File: src/sv/jsu_pkg.sv
// types, constants and helper functions for the json string unescaper
// no dependencies; used by the unescaper top level
package jsu_pkg;

    typedef enum logic [1:0] {
        MODE_NORMAL = 2'd0,
        MODE_ESCAPE = 2'd1,
        MODE_HEX    = 2'd2
    } t_mode;

    typedef struct packed {
        logic       ok;
        logic [3:0] nibble;
    } t_hex;

    localparam logic [7:0] CHAR_QUOTE  = 8'h22;
    localparam logic [7:0] CHAR_BSLASH = 8'h5C;
    localparam logic [7:0] CHAR_SLASH  = 8'h2F;
    localparam logic [7:0] CHAR_U      = 8'h75;
    localparam logic [7:0] CHAR_B      = 8'h62;
    localparam logic [7:0] CHAR_F      = 8'h66;
    localparam logic [7:0] CHAR_N      = 8'h6E;
    localparam logic [7:0] CHAR_R      = 8'h72;
    localparam logic [7:0] CHAR_T      = 8'h74;

    localparam logic [7:0] CTRL_BS = 8'h08;
    localparam logic [7:0] CTRL_FF = 8'h0C;
    localparam logic [7:0] CTRL_LF = 8'h0A;
    localparam logic [7:0] CTRL_CR = 8'h0D;
    localparam logic [7:0] CTRL_HT = 8'h09;

    localparam logic [7:0] UNKNOWN_ESC_RESET = 8'h3F;

    function automatic t_hex hex_value(input logic [7:0] c);
        t_hex h;
        h.ok     = 1'b1;
        h.nibble = 4'd0;
        if (c >= 8'h30 && c <= 8'h39) begin
            h.nibble = c[3:0];
        end else if ((c >= 8'h61 && c <= 8'h66) || (c >= 8'h41 && c <= 8'h46)) begin
            h.nibble = c[3:0] + 4'd9;
        end else begin
            h.ok = 1'b0;
        end
        return h;
    endfunction

    function automatic logic [7:0] map_escape(input logic [7:0] c, input logic [7:0] unknown);
        logic [7:0] b;
        case (c)
            CHAR_QUOTE, CHAR_BSLASH, CHAR_SLASH: b = c;
            CHAR_B:  b = CTRL_BS;
            CHAR_F:  b = CTRL_FF;
            CHAR_N:  b = CTRL_LF;
            CHAR_R:  b = CTRL_CR;
            CHAR_T:  b = CTRL_HT;
            default: b = unknown;
        endcase
        return b;
    endfunction

endpackage

File: src/sv/jsu_if.sv
// valid/ready stream interfaces for the unescaper input and result channels
// no dependencies
interface jsu_in_if;
    logic       valid;
    logic       ready;
    logic [7:0] in_byte;

    modport source (output valid, output in_byte, input ready);
    modport sink   (input valid, input in_byte, output ready);
endinterface

interface jsu_out_if;
    logic       valid;
    logic       ready;
    logic [7:0] out_byte;
    logic       byte_valid;
    logic       string_end;
    logic       bad_hex;
    logic       last;

    modport source (output valid, output out_byte, output byte_valid, output string_end,
                    output bad_hex, output last, input ready);
    modport sink   (input valid, input out_byte, input byte_valid, input string_end,
                    input bad_hex, input last, output ready);
endinterface

File: src/sv/json_string_unescaper.sv
// json string body unescaper: escapes, \u to utf-8, end-of-string marker
// depends on jsu_pkg and the stream interfaces in jsu_if
//
// usage:
//   i_in takes one raw byte of the string body per transaction, starting
//   after the opening quote. o_out gives the decoded bytes, one result per
//   transaction, with last high on the final result of each input byte.
//   a closing quote gives a result with byte_valid low and string_end high.
//   escaping backslashes, the u of \u and the first three hex digits give no result.
//   i_cfg_we/i_cfg_data write the replacement byte for unknown escapes;
//   write only while the block is idle.
// timing:
//   a byte is registered in the input register, and its results then in the
//   result register. one byte per cycle is sustained while o_out.ready is
//   high; a \u that expands to two or three utf-8 bytes holds the input
//   until its group has drained, since the result port moves one byte per
//   cycle.
// reset: synchronous, active low; clears the decode state and both
//   registers' valid flags, the replacement byte returns to '?'.
// stall: while o_out.ready is low the result holds, the input register
//   fills and then i_in.ready drops.
module json_string_unescaper (
    input  logic          i_clk,
    input  logic          i_rst_n,
    input  logic          i_cfg_we,
    input  logic [7:0]    i_cfg_data,
    jsu_in_if.sink        i_in,
    jsu_out_if.source     o_out
);

    logic [7:0]     r_unknown;

    logic           r_in_vld;
    logic [7:0]     r_in_byte;

    jsu_pkg::t_mode r_mode, n_mode;
    logic [1:0]     r_digits, n_digits;
    logic [15:0]    r_acc, n_acc;
    logic           r_err, n_err;

    logic [1:0]     r_gcnt, n_gcnt;
    logic [7:0]     r_b0, r_b1, r_b2;
    logic [7:0]     n_b0, n_b1, n_b2;
    logic           r_gdata, n_gdata;
    logic           r_gend, n_gend;
    logic           r_gbad, n_gbad;

    jsu_pkg::t_hex  hv;
    logic [15:0]    cp;
    logic           bad;
    logic           out_fire;
    logic           grp_free;
    logic           adv;

    assign hv  = jsu_pkg::hex_value(r_in_byte);
    assign cp  = {r_acc[11:0], hv.nibble};
    assign bad = r_err | ~hv.ok;

    assign out_fire = o_out.valid && o_out.ready;
    assign grp_free = (r_gcnt == 2'd0) || (out_fire && r_gcnt == 2'd1);
    assign adv      = r_in_vld && (grp_free || n_gcnt == 2'd0);

    assign i_in.ready = !r_in_vld || adv;

    assign o_out.valid      = (r_gcnt != 2'd0);
    assign o_out.out_byte   = r_b0;
    assign o_out.byte_valid = r_gdata;
    assign o_out.string_end = r_gend;
    assign o_out.bad_hex    = r_gbad;
    assign o_out.last       = (r_gcnt == 2'd1);

    // decode state
    always_comb begin
        n_mode   = r_mode;
        n_digits = r_digits;
        n_acc    = r_acc;
        n_err    = r_err;
        case (r_mode)
            jsu_pkg::MODE_ESCAPE: begin
                n_digits = 2'd0;
                n_acc    = 16'd0;
                n_err    = 1'b0;
                n_mode   = (r_in_byte == jsu_pkg::CHAR_U) ? jsu_pkg::MODE_HEX
                                                          : jsu_pkg::MODE_NORMAL;
            end
            jsu_pkg::MODE_HEX: begin
                if (r_digits != 2'd3) begin
                    n_digits = r_digits + 2'd1;
                    n_acc    = cp;
                    n_err    = bad;
                end else begin
                    n_mode   = jsu_pkg::MODE_NORMAL;
                    n_digits = 2'd0;
                    n_acc    = 16'd0;
                    n_err    = 1'b0;
                end
            end
            default: begin
                n_mode = (r_in_byte == jsu_pkg::CHAR_BSLASH) ? jsu_pkg::MODE_ESCAPE
                                                             : jsu_pkg::MODE_NORMAL;
            end
        endcase
    end

    // result group for the byte in the input register
    always_comb begin
        n_gcnt  = 2'd0;
        n_b0    = r_in_byte;
        n_b1    = 8'd0;
        n_b2    = 8'd0;
        n_gdata = 1'b1;
        n_gend  = 1'b0;
        n_gbad  = 1'b0;
        case (r_mode)
            jsu_pkg::MODE_ESCAPE: begin
                if (r_in_byte != jsu_pkg::CHAR_U) begin
                    n_gcnt = 2'd1;
                    n_b0   = jsu_pkg::map_escape(r_in_byte, r_unknown);
                end
            end
            jsu_pkg::MODE_HEX: begin
                n_gbad = bad;
                if (r_digits == 2'd3) begin
                    if (cp[15:7] == 9'd0) begin
                        n_gcnt = 2'd1;
                        n_b0   = cp[7:0];
                    end else if (cp[15:11] == 5'd0) begin
                        n_gcnt = 2'd2;
                        n_b0   = {3'b110, cp[10:6]};
                        n_b1   = {2'b10, cp[5:0]};
                    end else begin
                        n_gcnt = 2'd3;
                        n_b0   = {4'hE, cp[15:12]};
                        n_b1   = {2'b10, cp[11:6]};
                        n_b2   = {2'b10, cp[5:0]};
                    end
                end
            end
            default: begin
                if (r_in_byte == jsu_pkg::CHAR_QUOTE) begin
                    n_gcnt  = 2'd1;
                    n_b0    = 8'd0;
                    n_gdata = 1'b0;
                    n_gend  = 1'b1;
                end else if (r_in_byte != jsu_pkg::CHAR_BSLASH) begin
                    n_gcnt = 2'd1;
                end
            end
        endcase
    end

    always_ff @(posedge i_clk) begin
        if (!i_rst_n) begin
            r_unknown <= jsu_pkg::UNKNOWN_ESC_RESET;
        end else if (i_cfg_we) begin
            r_unknown <= i_cfg_data;
        end
    end

    always_ff @(posedge i_clk) begin
        if (!i_rst_n) begin
            r_in_vld <= 1'b0;
        end else if (i_in.ready) begin
            r_in_vld <= i_in.valid;
        end
    end

    always_ff @(posedge i_clk) begin
        if (i_in.ready && i_in.valid) begin
            r_in_byte <= i_in.in_byte;
        end
    end

    always_ff @(posedge i_clk) begin
        if (!i_rst_n) begin
            r_mode   <= jsu_pkg::MODE_NORMAL;
            r_digits <= 2'd0;
            r_acc    <= 16'd0;
            r_err    <= 1'b0;
        end else if (adv) begin
            r_mode   <= n_mode;
            r_digits <= n_digits;
            r_acc    <= n_acc;
            r_err    <= n_err;
        end
    end

    always_ff @(posedge i_clk) begin
        if (!i_rst_n) begin
            r_gcnt <= 2'd0;
        end else if (adv && n_gcnt != 2'd0) begin
            r_gcnt <= n_gcnt;
        end else if (out_fire) begin
            r_gcnt <= r_gcnt - 2'd1;
        end
    end

    always_ff @(posedge i_clk) begin
        if (adv && n_gcnt != 2'd0) begin
            r_b0    <= n_b0;
            r_b1    <= n_b1;
            r_b2    <= n_b2;
            r_gdata <= n_gdata;
            r_gend  <= n_gend;
            r_gbad  <= n_gbad;
        end else if (out_fire) begin
            r_b0 <= r_b1;
            r_b1 <= r_b2;
        end
    end

`ifndef SYNTHESIS
    a_stall_holds_group: assert property (@(posedge i_clk) disable iff (!i_rst_n)
        o_out.valid && !o_out.ready |=> $stable(r_gcnt) && $stable(r_b0))
        else $error("result group changed under stall");

    a_end_marker_single: assert property (@(posedge i_clk) disable iff (!i_rst_n)
        o_out.valid && r_gend |-> r_gcnt == 2'd1 && !r_gdata && !r_gbad)
        else $error("end marker not a lone result");

    a_u_enters_hex: assert property (@(posedge i_clk) disable iff (!i_rst_n)
        adv && r_mode == jsu_pkg::MODE_ESCAPE && r_in_byte == jsu_pkg::CHAR_U
        |=> r_mode == jsu_pkg::MODE_HEX && r_digits == 2'd0)
        else $error("\\u did not start hex gathering");

    a_accept_loads_input: assert property (@(posedge i_clk) disable iff (!i_rst_n)
        i_in.valid && i_in.ready |=> r_in_vld)
        else $error("accepted byte not held in input register");

    a_no_overwrite: assert property (@(posedge i_clk) disable iff (!i_rst_n)
        adv && n_gcnt != 2'd0 |-> r_gcnt == 2'd0 || (out_fire && r_gcnt == 2'd1))
        else $error("result group overwritten before delivery");
`endif

endmodule

File: src/flat_wrapper.sv
// flat-port wrapper written by rule: the top's interface ports become plain ports
module json_string_unescaper_flat 
  (i_clk, i_rst_n, i_cfg_we, i_cfg_data, i_in_valid, i_in_in_byte, i_in_ready, o_out_valid, o_out_out_byte, o_out_byte_valid, o_out_string_end, o_out_bad_hex, o_out_last, o_out_ready);
  jsu_in_if i_in_i ();
  jsu_out_if o_out_i ();
  input  logic i_clk;
  input  logic i_rst_n;
  input  logic i_cfg_we;
  input  logic [7:0] i_cfg_data;
  input wire logic [$bits(i_in_i.valid)-1:0] i_in_valid;
  input wire logic [$bits(i_in_i.in_byte)-1:0] i_in_in_byte;
  output wire logic [$bits(i_in_i.ready)-1:0] i_in_ready;
  output wire logic [$bits(o_out_i.valid)-1:0] o_out_valid;
  output wire logic [$bits(o_out_i.out_byte)-1:0] o_out_out_byte;
  output wire logic [$bits(o_out_i.byte_valid)-1:0] o_out_byte_valid;
  output wire logic [$bits(o_out_i.string_end)-1:0] o_out_string_end;
  output wire logic [$bits(o_out_i.bad_hex)-1:0] o_out_bad_hex;
  output wire logic [$bits(o_out_i.last)-1:0] o_out_last;
  input wire logic [$bits(o_out_i.ready)-1:0] o_out_ready;
  assign i_in_i.valid = i_in_valid;
  assign i_in_i.in_byte = i_in_in_byte;
  assign i_in_ready = i_in_i.ready;
  assign o_out_valid = o_out_i.valid;
  assign o_out_out_byte = o_out_i.out_byte;
  assign o_out_byte_valid = o_out_i.byte_valid;
  assign o_out_string_end = o_out_i.string_end;
  assign o_out_bad_hex = o_out_i.bad_hex;
  assign o_out_last = o_out_i.last;
  assign o_out_i.ready = o_out_ready;
  json_string_unescaper u_core (.i_clk(i_clk), .i_rst_n(i_rst_n), .i_cfg_we(i_cfg_we), .i_cfg_data(i_cfg_data), .i_in(i_in_i), .o_out(o_out_i));
endmodule
File: config.mk
export PLATFORM = sky130hd
export DESIGN_NAME = json_string_unescaper_flat
export DESIGN_NICKNAME = d
export VERILOG_FILES = /design/src/sv/jsu_pkg.sv /design/src/sv/jsu_if.sv /design/src/sv/json_string_unescaper.sv /design/src/flat_wrapper.sv
export SDC_FILE = /design/constraint.sdc
export NUM_CORES = 1
export LEC_CHECK = 0
export BUFFER_PORTS_ARGS = -buffer_cell sky130_fd_sc_hd__buf_2
export CORE_MARGIN = 8
export CORE_UTILIZATION = 30
export DETAILED_ROUTE_END_ITERATION = 10
export GPL_ROUTABILITY_DRIVEN = 0
export GPL_TIMING_DRIVEN = 0
export SLEW_MARGIN = 20
export SYNTH_ARGS = -nofsm -noshare
export SYNTH_HDL_FRONTEND = slang
export SYNTH_SLANG_ARGS = --single-unit
export TNS_END_PERCENT = 30
File: constraint.sdc
create_clock -name i_clk -period 3.4 [get_ports i_clk]
set_input_delay 0.51 -clock i_clk [delete_from_list [all_inputs] [get_ports i_clk]]
set_output_delay 0.51 -clock i_clk [all_outputs]
set_load 0.005 [all_outputs]
==> results of run 1 <==
-- power by group through the flow --
stage	Clock (mW)	Combinational, mW	Sequential [mW]
finish	0.916	0.329	0.920
CTS	0.936	0.332	0.921
global placement	0	0.324	0.934
global route	0.973	0.366	0.931
detailed placement	0	0.331	0.935
floorplan	0	0.212	0.927
-- metal layers --
metal / vias to the layer above / routed length [um]
li1: 1479 / -
met1: 1401 / 4370
met2: 101 / 4350
met3: 18 / 641
met4: 0 / 320
met5: - / 0
-- cell families (layout without fill, tap and decap cells) --
logic type | after synthesis | in the layout | share of synthesized area
adders and majority gates | 9 | 9 | 0.0320
DFF | 61 | 61 | 0.441
muxes | 11 | 11 | 0.0317
and+or+nand+nor | 147 | 147 | 0.223
buffers and inverters | 40 | 88 | 0.0498
AOI/OAI and AO/OA | 108 | 108 | 0.219
xor gates and xnor gates | 1 | 1 | 0.00249
-- area by class of cell --
type / count / area (um^2)
tap: 143 / 179
timing repair buffer: 32 / 160
buffer: 20 / 100
clock buffer: 11 / 243
inverter: 20 / 75.1
sequential: 61 / 1550
clock inverter: 5 / 56.3
multi-input combinational: 276 / 1790
fill: 1175 / 7270
-- cell usage after synthesis (4+ instances only) --
master	number
a21boi_0	6
a21boi_1	9
a21oi_1	22
a22o_1	7
and2_1	5
and3_1	5
buf_2	5
clkbuf_1	11
dfxtp_1	28
edfxtp_1	33
ha_1	9
inv_1	18
mux2i_1	10
nand2_1	44
nand2b_1	7
nand3_1	24
nor2_1	22
nor2b_1	7
nor4_1	5
o21ai_0	19
o21ai_1	4
-- sequential cells by signal, indices dropped and copies added, names as in the netlist, 2 cells and up --
name / count
u_core.r_b1: 7
u_core.r_digits: 2
u_core.r_b2: 7
u_core.r_unknown: 8
u_core.o_out.out_byte: 8
u_core.r_mode: 2
u_core.r_acc: 12
u_core.r_in_byte: 8
u_core.r_gcnt: 2
-- worst max-delay path: stages, from the launching register on --
cell	delay, ns
edfxtp_1	0.56
inv_1	0.24
ha_1	0.32
and4b_1	0.21
and3_1	0.22
a31oi_2	0.25
nand3_1	0.15
buf_2	0.20
-- metrics by stage --
stage,util,std cells
CTS,0.364,568
detailed placement,0.337,552
global route,0.364,568
global placement,0.337,552
floorplan,-,377
finish,0.364,568
-- how the worst max path moves through the flow --
stage                                        startpoint                                 end  slack (ns)  cells past startpoint
final                     u_core.r_in_byte[0]$_DFFE_PP_                          i_in_ready        0.42                      7
after detailed placement  u_core.r_in_byte[0]$_DFFE_PP_  u_core.o_out.out_byte[2]$_DFFE_PP_        0.63                     10
after global placement    u_core.r_in_byte[0]$_DFFE_PP_  u_core.o_out.out_byte[2]$_DFFE_PP_        0.63                     10
after floorplan           u_core.r_in_byte[0]$_DFFE_PP_  u_core.o_out.out_byte[2]$_DFFE_PP_        1.03                      8
after CTS                 u_core.r_in_byte[0]$_DFFE_PP_                          i_in_ready        0.42                      7
after global routing      u_core.r_in_byte[0]$_DFFE_PP_                          i_in_ready        0.26                      7
==> results by stage, run 1 <==
Status:
- The flow ran to the end, and the final reports show no timing, DRC or antenna violations.

Setup path:
- The startpoint identified for the worst register-to-register timing path is u_core.r_in_byte[0]$_DFFE_PP_.
- The kind of end point of the critical path is an output pin.
- The type of the worst setup path is reg -> out.
- Setup slack on the worst reg-to-reg path comes out at 0.58 ns.
- The maximum net fanout on the critical path is 10.
- The worst reg2reg path endpoint is u_core.o_out.out_byte[2]$_DFFE_PP_.
- The data arrival time at the worst-slack endpoint is 2.47 ns.
- The cell count of the worst reg-to-reg path is 10.
- The kind of launch point of the worst setup path is a register.
- Data on the critical path is required at its endpoint by 2.89 ns.

Drt:
- The total via count after detailed routing is 2999.
- After detailed routing, the number of remaining DRC violations is 0.
- The number of DRC violations after detailed-routing iteration 0 is 192.
- Before antenna repair, the detailed router went through 5 iterations.
- After detailed routing, the total wire length is 9680 um.
- The post-route antenna net violation count is 0.
- Dividing the detail-routed via count by the number of cells gives 5.28.
- After detailed routing, the average wire length per cell comes to 17.0 um.

Logic synthesis:
- The synthesized design spends more area on one cell type than any other, namely edfxtp_1.
- The fraction of registers with async set/reset is 0.
- The count of flip-flops with a built-in enable after synthesis is 33.
- The top flip-flop cell by instance count after synthesis is edfxtp_1.
- Yosys attributes the largest share of cell area to edfxtp_1 (28%), dfxtp_1 (16%), nand2_1 (4.7%), nand3_1 (3.4%), ha_1 (3.2%).
- Synthesis produced 377 cells.
- Counting every net in the synthesized netlist gives 407.
- The summed instance area of the synthesized netlist is 3510 um^2.
- The share of synthesized area in the top cell type comes to 0.282.
- For this run, the number of Yosys warnings is 0.
- The synthesized netlist contains 75 unique library cells.
- The synthesized design contains 61 register bits.
- The post-synthesis average cell area is 9.32 um^2.
- For this run, the register share of the synthesized area comes to 0.441.

Hold path:
- The class of the worst hold path is in -> reg.
- Counting instances, the worst hold path has a depth of 1.
- The launch instance of the worst min-delay path is i_in_in_byte[5].
- The worst hold path terminates at u_core.r_in_byte[5]$_DFFE_PP_.

Pwr:
- The highest ir drop seen on vdd is 0.266 mV.
- Cell internal power was estimated by the tool at 1.60 mW.
- The proportion of power drawn by the clock network is 0.423.
- Summed over all cells, the static leakage comes to 1.56 nW.
- The proportion of total power due to net switching is 0.261.
- The share of total power dissipated in combinational logic is 0.152.
- The net switching power of the design is 0.565 mW.
- After layout, the design draws a total of 2.16 mW.
- Of the total power, registers draw 0.425.
- Power spread over the standard cell area amounts to 521 nW/um^2.

Floorplan:
- The region available for standard cell placement spans 11400 um^2.
- Measured along the y axis, the die boundary spans 124 um.
- The total I/O pin count is 35.
- The die covers 15400 um^2.
- From left edge to right edge, the die measures 124 um.
- The number of rows in the core area is 39.
- The initial core utilization is 0.308.

Layout:
- The number of antenna diodes is 0.
- The commonest non-fill, non-tap cell in the layout is nand2_1.
- The final net count is 450.
- Summing all non-filler instances in the final layout gives an area of 4150 um^2.
- The layout cell share with drive strength beyond 1 is 0.181.
- The area growth from synthesis to layout is 18.2%.
- In the layout the commonest cells are nand2_1 (44), buf_2 (37), edfxtp_1 (33).

Clocking:
- The number of hold buffers added after CTS was 0.
- The clock network latency to the later pin of the worst-skew pair is 0.33 ns.
- The maximum count of clock buffers along a single path is 2.
- Post-CTS timing repair inserted 0 buffers for setup.
- CTS placed an instance of clkbuf_16 at the clock tree root.
- The clock sink count is 61.
- TritonCTS built the clock tree.
- The TritonCTS buffer count is 9.
- The clock-pin transition on the worst setup and hold timing paths is 0.05 ns.
- After clock tree synthesis, the repair step resized 0 gates.
- The depth of the CTS H-tree is 3.

Global route:
- Entering global routing, the biggest net connects 19 pins.
- The first-pass GRT wire length is 15700 um.
- The met3 capacity usage during global routing is 0.0357.
- In the global route stage, overall resource usage came out at 0.126.
- For met2 alone, demand over resource in global routing was 0.195.
- The via count of the first global-routing pass is 2976.
- The number of antenna violations at the first check in global routing was 0.
- For this run, global-route usage on met1 was measured as 0.154.
- The most congested layer reported by global routing is met2.
- Global routing finished with a remaining overflow of 0.

Timing:
- The setup slack of the critical path after layout is 0.419 ns.
- The final setup violation count is 0.
- The final count of hold timing violations was 0.
- For the finished layout, the period the worst path requires is 2.98 ns.
- The transition time at the pin with the least slew margin is 0.910 ns.
- The clock skew after layout is 0.00846 ns.
- In the final timing run, aggregate negative setup slack is 0 ns.
- Hold is met by 0.355 ns.
- Measured against its own limit, the worst slew margin works out to 0.393.
- Static timing analysis puts the maximum clock frequency at 336 MHz.
- Of the available clock period, the critical path in the final layout requires 0.877.
- Setup repair after global routing left no endpoint under its margin.
- The number of pins exceeding their max-slew limit in the final report is 0.

Placement:
- Once placement finished, the instance area stood at 3850 um^2.
- The total of buffers placed on input and output ports is 32.
- The worst slack at placement is 0.629 ns.
- Detailed placement finished with a half-perimeter wire length of 7320 um.

Run:
- Across the run, the number of max-cap violations was 0.
No activity file was read; power rests on OpenSTA's default activity.
==> run 2, diff against run 1 <==
--- a/config.mk
+++ b/config.mk
@@ -5,13 +5,13 @@
 export SDC_FILE = /design/constraint.sdc
 export NUM_CORES = 1
 export LEC_CHECK = 0
-export BUFFER_PORTS_ARGS = -buffer_cell sky130_fd_sc_hd__buf_2
+export BUFFER_PORTS_ARGS = -buffer_cell sky130_fd_sc_hd__buf_4
 export CORE_MARGIN = 8
 export CORE_UTILIZATION = 30
 export DETAILED_ROUTE_END_ITERATION = 10
 export GPL_ROUTABILITY_DRIVEN = 0
 export GPL_TIMING_DRIVEN = 0
-export SLEW_MARGIN = 20
+export SLEW_MARGIN = 30
 export SYNTH_ARGS = -nofsm -noshare
 export SYNTH_HDL_FRONTEND = slang
 export SYNTH_SLANG_ARGS = --single-unit
==> run 2 against run 1 <==
Compared with the run above:
- register-to-register slack is essentially flat
- sequential share of layout area shrank 0.60 points
- clock power shrank 4.5%
- largest power group unchanged
==> results by stage, run 2 (same netlist as run 1, synthesis figures left out) <==
Status:
- The flow ran to the end, and the final reports show no timing, DRC or antenna violations.

Clocking:
- CTS built an H-tree with a depth of 3.
- The count of cells resized by post-cts repair is 0.
- TritonCTS built the clock tree.
- After clock tree synthesis, the clock-pin slew on the worst setup and hold paths is 0.05 ns.
- The TritonCTS buffer count is 9.
- The clock passes through at most 2 buffers.
- The clock network latency to the later pin of the worst-skew pair is 0.33 ns.
- The clock sink count is 61.
- Once the clock tree was built, the setup fixing pass inserted 0 buffers.
- The cell sitting at the root of the clock tree is a clkbuf_16.
- The hold-fix buffer count after cts is 0.

Layout:
- The area added between synthesis and finish is 20.1%.
- The flip-flop count of the largest register, all copies and words added is 12.
- The final net count is 450.
- The area of all sequential standard cells is 1550 um^2.
- The top cell types in the final layout, fill and taps aside, are nand2_1 (44), buf_4 (35), edfxtp_1 (33).
- The footprint of the multi-input gates is 1790 um^2.
- The filler-free cell count of the finished design is 568.
- The library cell used most frequently in the layout, excluding fill and tap cells, is nand2_1.
- Once layout is done, the placed cells without fillers occupy 4220 um^2.
- The post-route core utilization is 0.370.
- Counting flops per register, the top entry is u_core.r_acc.
- The filler cell count in the final layout is 1137.
- The number of antenna diodes in the final layout is 0.
- The layout cell share with drive strength beyond 1 is 0.174.

Floorplan:
- The die extent in y is 124 um.
- The floorplan step defined a core boundary enclosing 11400 um^2.
- The total I/O pin count is 35.
- The initial core utilization is 0.308.
- The floorplan step defined a die boundary enclosing 15400 um^2.
- The number of rows in the core area is 39.
- The floorplan die width is 124 um.

Global route:
- The pin count of the biggest net entering global routing is 19.
- The via count of the first global-routing pass was 2890.
- The number of antenna violations at the first check in global routing is 0.
- The first-pass GRT wire length is 15500 um.
- The overall overflow remaining after global route is 0.
- For this run, the total global-route usage over all layers was measured as 0.124.

Placement:
- The placed instances occupy a cell area of 3930 um^2.
- The number of instances in the placed design is 552.
- Prior to clock tree synthesis, the placed netlist has a worst setup slack of 0.624 ns.
- The half-perimeter wire length after placement is 7210 um.
- Port buffering added 32 buffers.

Timing:
- The transition time at the pin with the least slew margin is 0.914 ns.
- Derived from the worst setup path, the maximum achievable clock frequency is 333 MHz.
- The setup slack of the critical path after layout is 0.393 ns.
- The final count of hold timing violations is 0.
- The sum of negative setup slack is 0 ns.
- Setup repair after global routing left no endpoint under its margin.
- The number of pins exceeding their max-slew limit in the final report is 0.
- Subtracting the final worst setup slack from the clock period gives 3.01 ns.
- The clock skew after layout is 0.00869 ns.
- The fraction of the cycle the final worst path needs is 0.884.
- The max-slew headroom at the worst pin is 0.391.
- The final setup violation count is 0.

Drt:
- The routed wirelength normalized by instance count is 16.9 um.
- The first detailed-routing pass took 5 iterations.
- The via-per-instance ratio is 5.33.
- The total wire length is 9580 um.
- The number of remaining DRC errors is 0.
- The detail route stage leaves a number of antenna-violating nets equal to 0.
- After detailed routing, the wire length on met1 is 4280 um.
- In this run, the number of DRC markers left after iteration 0 of detailed routing was 257.
- The total via count after detailed routing is 3028.
- Summed over all nets, wire length on met3 after detailed routing comes to 662 um.
- The uppermost layer routed is met4.
- The routed design uses 4300 um of met2 wire.

Run:
- The max-capacitance violation count is 0.

Setup path:
- The critical path is of the reg -> out type.
- In this run the worst path has a maximum fanout of 10.
- The kind of end point of the critical path is an output pin.
- Data on the critical path is required at its endpoint by 2.89 ns.
- Data on the critical path arrives at its endpoint at 2.50 ns.
- The worst setup path is launched from a register.

Pwr:
- The leakage power is 1.57 nW.
- The highest ir drop seen on vdd is 0.257 mV.
- In this run the power density over the cells is 510 nW/um^2.

Hold path:
- The path class of the tightest hold or removal check is in -> reg.
-- run 2: cell types whose count changed in the layout (fill, tap and decap cells not counted), moves of 2 or more --
| cell | before | now |
|---|---|---|
| buf_2 | 37 | 5 |
| inv_4 | 2 | 0 |
| buf_4 | 3 | 35 |
| clkbuf_1 | 12 | 14 |
-- run 2: where the power goes --
group / internal (mW) / leakage (nW) / switching, mW / total, mW
registers: 0.883 / 0.545 / 0.0389 / 0.922
logic: 0.153 / 0.888 / 0.201 / 0.354
clock network: 0.566 / 0.134 / 0.309 / 0.875
total: 1.60 / 1.57 / 0.549 / 2.15
-- run 2: final timing paths --
| kind | from | endpoint | slack, ns | cells past startpoint |
|---|---|---|---|---|
| worst max register to register | u_core.r_in_byte[0]$_DFFE_PP_ | u_core.o_out.out_byte[2]$_DFFE_PP_ | 0.57 | 10 |
| worst max-delay path | u_core.r_in_byte[0]$_DFFE_PP_ | i_in_ready | 0.39 | 7 |
| worst min register to register | u_core.r_digits[1]$_SDFFE_PN0P_ | u_core.r_digits[1]$_SDFFE_PN0P_ | 0.47 | 2 |
| worst min-delay path | i_in_in_byte[5] | u_core.r_in_byte[5]$_DFFE_PP_ | 0.36 | 1 |
-- run 2: worst max-delay path: stages, from the launching register on --
cell and delay, ns:
edfxtp_1 0.56, inv_1 0.23, ha_1 0.31, and4b_1 0.21, and3_1 0.22, a31oi_2 0.26
nand3_1 0.17, buf_4 0.21
-- run 2: area by class of cell --
cell class / instances / share of cell area
Multi-Input combinational cell: 276 / 0.424
Timing Repair Buffer: 32 / 0.0569
Clock inverter: 4 / 0.0119
Tap cell: 143 / 0.0424
Sequential cell: 61 / 0.368
Buffer: 20 / 0.0237
Clock buffer: 12 / 0.0560
Inverter: 20 / 0.0178
-- run 2: stage by stage --
step	hold slack [ns]	power (mW)
final	0.356	2.15
after global routing	0.350	2.25
after CTS	0.348	2.17
after detailed placement	0.465	1.29
after global placement	0.457	1.29
after floorplan	0.435	1.14
-- run 2: metal layers --
metal | global-route usage | up-vias
li1 | - | 1481
met2 | 0.187 | 111
met5 | 0 | -
met4 | 0.0680 | 0
met1 | 0.155 | 1410
met3 | 0.0345 | 26
==> run 3, diff against run 2 <==
--- a/config.mk
+++ b/config.mk
@@ -7,10 +7,11 @@
 export LEC_CHECK = 0
 export BUFFER_PORTS_ARGS = -buffer_cell sky130_fd_sc_hd__buf_4
 export CORE_MARGIN = 8
-export CORE_UTILIZATION = 30
+export CORE_UTILIZATION = 51
 export DETAILED_ROUTE_END_ITERATION = 10
 export GPL_ROUTABILITY_DRIVEN = 0
 export GPL_TIMING_DRIVEN = 0
+export PLACE_DENSITY = 0.7
 export SLEW_MARGIN = 30
 export SYNTH_ARGS = -nofsm -noshare
 export SYNTH_HDL_FRONTEND = slang
==> run 3 against run 2 <==
Compared with the run above:
- register-to-register slack got worse by 0.04 ns
- sequential share of layout area increased by 1.3 points
- die area decreased by 36%
- critical path depth unchanged
- total power decreased by 6.9%
- final cell count decreased by 11%
- clock power decreased by 17%
- maximum frequency increased by 1.4%
- critical path type unchanged
- critical endpoint unchanged
==> results by stage, run 3 (same netlist as run 1, synthesis figures left out) <==
Setup path:
- The worst register-to-register path begins at u_core.r_in_byte[0]$_DFFE_PP_.
- The beginning of the critical path is u_core.r_in_byte[0]$_DFFE_PP_.
- In this design, the stage delay of the slowest critical-path cell is 0.56 ns.
- The data arrival time at the worst-slack endpoint is 2.46 ns.
- The maximum net fanout on the critical path is 10.
- The kind of launch point of the worst setup path is a register.
- The required time of the critical path is 2.89 ns.
- The setup path with the least slack is of type reg -> out.
- STA classifies the critical path endpoint as an output pin.
- The slowest library cell on the worst path is edfxtp_1.
- The total buffers and inverters traversed by the critical path is 2.
- The worst register-to-register path has a setup slack of 0.53 ns.
- Grouping stages by cell kind, the critical path spends the most delay in flip-flops.
- Traced cell by cell, the critical path runs through inv_1, ha_1, and4b_1, and3_1, a31oi_2, nand3_1, buf_4.

Clocking:
- In this run the number of H-tree levels came out at 3.
- The number of post-CTS setup repair buffers is 0.
- For the worst-skew pair, the clock arrives at the later sink with an insertion delay of 0.35 ns.
- No sink is reached through more buffers than the 2 on the longest clock path.
- Buffers inserted to repair hold after CTS numbered 0.
- The count of cells resized by post-cts repair is 0.
- The clock tree root driver cell is clkbuf_8.
- The clock tree from TritonCTS is yes.
- The clock sink count is 61.
- After clock tree synthesis, the clock-pin slew on the worst setup and hold paths is 0.07 ns.
- The TritonCTS buffer count is 9.

Layout:
- In the layout the commonest cells are nand2_1 (44), buf_4 (35), edfxtp_1 (33).
- The register with the highest flop count is u_core.r_acc.
- The repair_antennas step left the layout with diodes totalling 0.
- The commonest non-fill, non-tap cell in the layout is nand2_1.
- The layout cell share with drive strength beyond 1 is 0.184.
- For this run, the post-layout net count is 450.
- The flip-flop count of the largest register, all copies and words added is 12.
- Compared with the post-synthesis result, the final layout area differs by 16.0%.

Global route:
- The pin count of the biggest net entering global routing is 19.
- In the global route stage, overall resource usage came out at 0.195.
- The first-pass GRT wire length is 15000 um.
- The via count of the first global-routing pass came to 2866.
- The number of antenna violations at the first check in global routing is 0.
- After global routing the overflow that remains totals 0.

Drt:
- The number of remaining DRC errors is 0.
- The length of routed wiring on met1 is 4010 um.
- After detailed routing, no signal wire sits above met4.
- The post-route antenna net violation count is 0.
- Using the TritonRoute via totals, the vias-per-cell ratio works out to 6.19.
- The detailed-router iteration count before antenna repair is 5.
- Detailed routing placed a total of 853 um of wire on met3.
- The first routing iteration left 430 violations.
- After detailed routing, the average wire length per cell comes to 18.5 um.
- After detailed routing, the total wire length is 9360 um.
- The routed design uses 4150 um of met2 wire.
- For this block, the via count after detailed routing is 3126.

Floorplan:
- The floorplan step defined a die boundary enclosing 9800 um^2.
- The die extent in y is 99.0 um.
- After floorplanning, the core was divided into 30 placement rows.
- The area of the core is 6720 um^2.
- The die is 99.0 um wide.
- The initial core utilization is 0.523.
- The total I/O pin count is 35.

Timing:
- Setup violations remaining at the end of the flow were counted as 0.
- Final hold analysis gives a worst-case slack of 0.337 ns.
- In the final timing run, aggregate negative setup slack is 0 ns.
- The final count of hold timing violations was 0.
- The timing-limited maximum frequency is 337 MHz.
- The worst path needs 2.97 ns of the cycle, external delays included.
- The fraction of the cycle the final worst path needs is 0.872.
- Setup repair after global routing left no endpoint under its margin.
- The transition time at the pin with the least slew margin is 0.870 ns.
- The max-slew headroom at the worst pin is 0.420.
- The number of pins exceeding their max-slew limit in the final report is 0.
- The clock arrives with 0.00566 ns of skew.

Pwr:
- In this run the static leakage power is 1.54 nW.
- The ratio of total power to cell area is 491 nW/um^2.
- The highest ir drop seen on vdd is 0.249 mV.

Placement:
- The total of buffers placed on input and output ports is 32.
- The half-perimeter wire length after placement is 6900 um.

Hold path:
- The min-delay analysis places its worst path in the category in -> reg.
- The launch instance of the worst min-delay path is i_in_in_byte[5].

Run:
- The max-capacitance violation count is 0.

Status:
- The flow ran to the end, and the final reports show no timing, DRC or antenna violations.
==> run 3: power breakdown <==
part           internal, mW  switching (mW)
clock network         0.414           0.311
logic                 0.153           0.203
registers             0.881          0.0393
total                  1.45           0.554
==> run 3: worst paths after layout <==
check	endpoint	cells past startpoint
setup / recovery	i_in_ready	7
hold reg to reg	u_core.r_acc[11]$_SDFFE_PN0P_	2
hold / removal	u_core.r_in_byte[5]$_DFFE_PP_	1
setup reg to reg	u_core.o_out.out_byte[2]$_DFFE_PP_	10
==> run 3: layout make-up <==
cell class	instances	area [um^2]
Fill cell	565	2640
Buffer	20	100
Multi-Input combinational cell	276	1790
Clock buffer	9	124
Tap cell	80	100
Clock inverter	7	97.6
Sequential cell	61	1550
Timing Repair Buffer	32	240
Inverter	20	75.1
==> run 3: per-stage QoR <==
stage | util | setup WS (ns) | area [um^2] | instances | power (mW)
2_1_floorplan | - | 1.03 | 3510 | 377 | 1.14
3_3_place_gp | 0.574 | 0.616 | 3850 | 489 | 1.28
3_5_place_dp | 0.574 | 0.590 | 3850 | 489 | 1.29
4_1_cts | 0.607 | 0.471 | 4080 | 505 | 2.01
5_1_grt | 0.607 | 0.267 | 4080 | 505 | 2.08
6_report | 0.607 | 0.435 | 4080 | 505 | 2.00
==> run 3: layer usage <==
metal | up-vias | track usage
met5 | - | 0
met4 | 0 | 0.115
met3 | 34 | 0.0557
met2 | 189 | 0.284
met1 | 1427 | 0.249
li1 | 1476 | -
